`src/rtl/les_pkg.sv`:
```
package les_pkg;

	// table geometry
	localparam int MAX_EVENTS = 1024;
	localparam int IDX_W      = $clog2(MAX_EVENTS);
	localparam int NUM_W      = $clog2(MAX_EVENTS + 1);

	// field widths
	localparam int RATE_W  = 32;
	localparam int FRAC_W  = 32;
	localparam int HALF_W  = FRAC_W / 2;
	localparam int TOTAL_W = 42;
	localparam int CNT_W   = 11;
	localparam int EIDX_W  = 10;
	localparam int PSUM_W  = IDX_W + RATE_W;
	localparam int ALU_W   = TOTAL_W + HALF_W;

	// configuration port
	localparam int PADDR_W = 3;
	localparam int PDATA_W = 32;
	localparam logic [0:0] REG_EVENT_COUNT = 1'b0;
	localparam logic [CNT_W-1:0] EVENT_COUNT_RST = CNT_W'(1024);

	// request types
	localparam logic REQ_UPDATE = 1'b0;
	localparam logic REQ_SELECT = 1'b1;

	// result status codes
	localparam logic [1:0] STAT_UPDATED   = 2'd0;
	localparam logic [1:0] STAT_CHOSEN    = 2'd1;
	localparam logic [1:0] STAT_NO_ACTIVE = 2'd2;
	localparam logic [1:0] STAT_BAD_INDEX = 2'd3;

	// shared unit operations
	localparam logic [1:0] ALU_ADD = 2'd0;
	localparam logic [1:0] ALU_SUB = 2'd1;
	localparam logic [1:0] ALU_MUL = 2'd2;

	typedef struct packed {
		logic [1:0]       op;
		logic [ALU_W-1:0] a;
		logic [ALU_W-1:0] b;
	} alu_req_t;

endpackage

```
`src/rtl/les_alu.sv`:
```
module les_alu
	import les_pkg::*;
(
	input  alu_req_t         req,
	output logic [ALU_W-1:0] res
);

	// one adder/subtractor and one narrow multiplier, selected by op
	always_comb begin
		case (req.op)
			ALU_ADD: res = req.a + req.b;
			ALU_SUB: res = req.a - req.b;
			ALU_MUL: res = ALU_W'(req.a[TOTAL_W-1:0] * req.b[HALF_W-1:0]);
			default: res = '0;
		endcase
	end

endmodule

```
`config.mk`:
```
export PLATFORM = sky130hd
export DESIGN_NAME = les_alu
export DESIGN_NICKNAME = d
export VERILOG_FILES = /design/src/rtl/les_pkg.sv /design/src/rtl/les_alu.sv
export SDC_FILE = /design/constraint.sdc
export NUM_CORES = 2
export LEC_CHECK = 0
export BUFFER_PORTS_ARGS = -buffer_cell sky130_fd_sc_hd__buf_2
export CAP_MARGIN = 20
export CORE_MARGIN = 3
export CORE_UTILIZATION = 60
export DETAILED_ROUTE_END_ITERATION = 8
export PLACE_DENSITY = 0.86
export SLEW_MARGIN = 30
export SYNTH_ARGS = -nofsm -noshare
export SYNTH_HDL_FRONTEND = slang
export SYNTH_SLANG_ARGS = --single-unit
```
`constraint.sdc`:
```
create_clock -name vclk -period 16.25
set_input_delay 3.25 -clock vclk [all_inputs]
set_output_delay 3.25 -clock vclk [all_outputs]
set_load 0.02 [all_outputs]
```
# Word level (Yosys, flattened, before mapping)
# Cells that the tools add are included.
[op_classes] n_addsub=2 multipliers=1 eq_ne=2 muxes=1 n_reduce_logical=1
[ops] cell="one-hot mux 58 bit (3 select lines)" count=1
[ops] cell="adder 58 bit" count=1
[ops] cell="multiplier 42 x 16 -> 58 bit" count=1
[ops] cell="subtractor 58 bit" count=1
[ops] cell="equality test 2 x 1 -> 1 bit, second input constant" count=1
[ops] cell="equality test 2 bit, second input constant" count=1
[ops] cell="zero test 2 bit" count=1
[word_totals] ff_bits=0 out_inout_bits=58

# Longest topological paths before layout
[logic_depth] depth_word=2 mapped_depth=26 mapped_depth_nobuf=24

# Least setup slack after synthesis
# Ideal clock, no wire load.
[synth_timing] path_type="in2out" from="input port req[1] (netlist name)" to="output port res[55]" t_arrival_ps=9456 setup_slack_ps=3544 cell_stages=26 n_path_buf=3 path_cell_list="clkbuf_1 > clkbuf_1 > nand2_1 > fa_1 > inv_1 > fa_1 > inv_1 > fa_1 > inv_1 > fa_1 > fa_1 > inv_1 > fa_1 > inv_1 > ha_1 > buf_2 > a21o_1 > a21o_1 > a21oi_1 > nor2_1 > a211o_1 > nor3_2 > nor4_1 > o41ai_1 > xor2_1 > o22ai_1"
[synth_between] elab_chain_len=2 elab_cells_between_ends=4 classes_between="add/sub: 2; mul: 1; mux: 1"
[synth_lines] element="start, declared" line="les_alu.sv:4" rtl="input alu_req_t req,"
[synth_lines] element="multiplier 42 x 16 -> 58 bit (tied with other cells)" line="les_alu.sv:13" rtl="ALU_MUL: res = ALU_W'(req.a[TOTAL_W-1:0] * req.b[HALF_W-1:0]);"
[synth_lines] element="one-hot mux 58 bit (3 select lines) (*)" line="les_alu.sv:10" rtl="case (req.op)"
[synth_lines] element="end, declared" line="les_alu.sv:5" rtl="output logic [ALU_W-1:0] res"
# Mark *: on every way between the ends. The rest lies on a longest branch, timed or not.

# Final worst setup path
[layout_timing] from="input port req[2] (netlist name)" to="output port res[55]"
# Same word-level chain as after synthesis.

==> impl_metrics.env <==
export IMPL_max_stage_delay_ns=0.72
export IMPL_critPathMaxFanout=45
export IMPL_post_synth_top_count_cell="inv_1"
export IMPL_path_buf_inv=7
export IMPL_core_um2=42500
export IMPL_grt_usage=0.331
export IMPL_cts_hold_buf=0
export IMPL_design_portCount=176
export IMPL_outcome="finished clean"
export IMPL_finalMaxSlewViolations=0
export IMPL_drive_above_1_share=0.0716
export IMPL_io_buffers=176
export IMPL_ys_types=85
export IMPL_fp_dieH_um=215
export IMPL_synthCells=3259
export IMPL_fin_cells=3848
export IMPL_drt_iter0_markers=1753
export IMPL_fmax_mhz=74.0
export IMPL_yosys_area_share_simple=0.184
export IMPL_crit_family="adder cells"
export IMPL_synth_cell_area_um2=26200
export IMPL_vias_per_cell=5.93
export IMPL_drc=0
export IMPL_tns_ns=0
export IMPL_crit_top_cell="fa_1"
export IMPL_crit_path_start_kind="input port"
export IMPL_routed_wl_mm=75.6
export IMPL_vias=22800
export IMPL_grt_first_pass_wirelength_mm=124
export IMPL_area_growth_synth_to_final_pct=3.99
export IMPL_cp_data_required_time_ns=13.00
export IMPL_crit_type="input port to output pin"
export IMPL_cts_resized=0
export IMPL_synth_top_family_by_area="adder cells"
export IMPL_hold_viol_final=0
export IMPL_synth_top_area_share=0.427
export IMPL_slowest_stage="buf_2"
export IMPL_hpwl_mm=59.8
export IMPL_cap_violations=0
export IMPL_synth_area_leaders="fa_1 (43%), inv_1 (9.5%), ha_1 (9.0%), nand2_1 (8.0%), and2_1 (5.0%)"
export IMPL_placementRows=75
export IMPL_synth_xor_area_frac=0.0528
export IMPL_synth_commonest_cells="inv_1 (661), fa_1 (559), nand2_1 (556)"
export IMPL_nets=4138
export IMPL_synth_nets=4125
export IMPL_dieArea_um2=46200
export IMPL_die_width_um=215
export IMPL_grt_max_degree=48
export IMPL_placedCellCount=3847
export IMPL_nFlopsAndLatches=0
export IMPL_antenna_found_initial=2
export IMPL_wl_per_cell_um=19.6
export IMPL_drtAntennaViolNets=0
export IMPL_synth_fa_ha_area_frac=0.517
export IMPL_ys_seq_area_frac=0
export IMPL_tightestPinTransition_ns=0.971
export IMPL_clockBufferCount=0
export IMPL_synth_area_mux_share=0.00119
export IMPL_utilization=0.641
export IMPL_synth_compound_area_share=0.124
export IMPL_post_cts_buffers=0
export IMPL_gp_congestion=1.02
export IMPL_initial_core_util=0.617
export IMPL_setup_violations=0
export IMPL_synth_largest_area_cell="fa_1"
export IMPL_rsz0062_at_grt="false"
export IMPL_grt_ovfl_total=0
export IMPL_grt_pass1_vias=24000
export IMPL_firstDrtPassIters=6
export IMPL_critical_path_arrival_ns=10.27
export IMPL_post_route_period_util=0.832
export IMPL_endpoint_kind="output pin"
export IMPL_maxSlewHeadroom=0.353
export IMPL_period_minus_slack_ns=13.52
export IMPL_seqCellArea_um2=0
export IMPL_synth_warnings=0
export IMPL_hp_class="input port to output pin"
export IMPL_synth_area_per_cell_um2=8.05
-- layout by cell type, fill, tap and decap left out, types with 5 or more instances in the layout --
cell type,instances
inv_1,661
o21a_1,19
buf_2,170
nand2b_1,13
a21oi_1,140
nor2b_1,13
nand2_1,556
xnor2_1,89
xor2_1,69
and2_1,209
buf_4,19
a211oi_1,13
o41ai_1,9
nor4_1,14
nor3_1,27
nand3b_1,5
a31oi_1,14
o22ai_1,41
and3_1,13
ha_1,189
o21bai_1,23
or3_1,6
o31ai_1,10
o21ai_0,82
nor2_1,81
fa_1,559
nand3_1,30
o21ai_1,9
a21o_1,56
o211ai_1,9
nand4_1,29
-- path summary, 6_finish.rpt --
check,from,endpoint,cells after the start
worst max-delay path,req[2],res[55],25
worst min-delay path,req[116],res[34],4
-- final cells by class --
type | instances | area [µm²]
antenna | 1 | 2.50
fill | 3617 | 15200
inverter | 661 | 2480
timing repair buffer | 190 | 1010
tap | 577 | 722
multi-input combinational | 2419 | 23000
-- cells by family after synthesis --
family	count (synthesis)
and+or+nand+nor	1022
muxes	3
adders and majority gates	748
buffers and inverters	840
AOI/OAI and AO/OA	488
xor gates and xnor gates	158
-- per-layer routing --
metal  part of all wire  GRT usage  routed length, µm  vias up
li1                   -          -                  -    10100
met1               0.37      0.424              27700    11200
met2               0.49      0.566              36900     1212
met3              0.088     0.0374               6670      281
met4              0.057      0.155               4290        2
met5            0.00017          0                 13        -
-- stage by stage --
stage               hold WS, ns  area [µm²]  setup WS (ns)
floorplan                  6.78       26200           3.54
detailed placement         7.10       27200           2.81
finish                     7.13       27300           2.73
CTS                        7.10       27200           2.79
global route               7.18       27300           2.42
global placement           7.10       27200           2.96
Power is not shown: default switching activity piles up to over one toggle a cycle in this logic, so the estimate is an artifact.
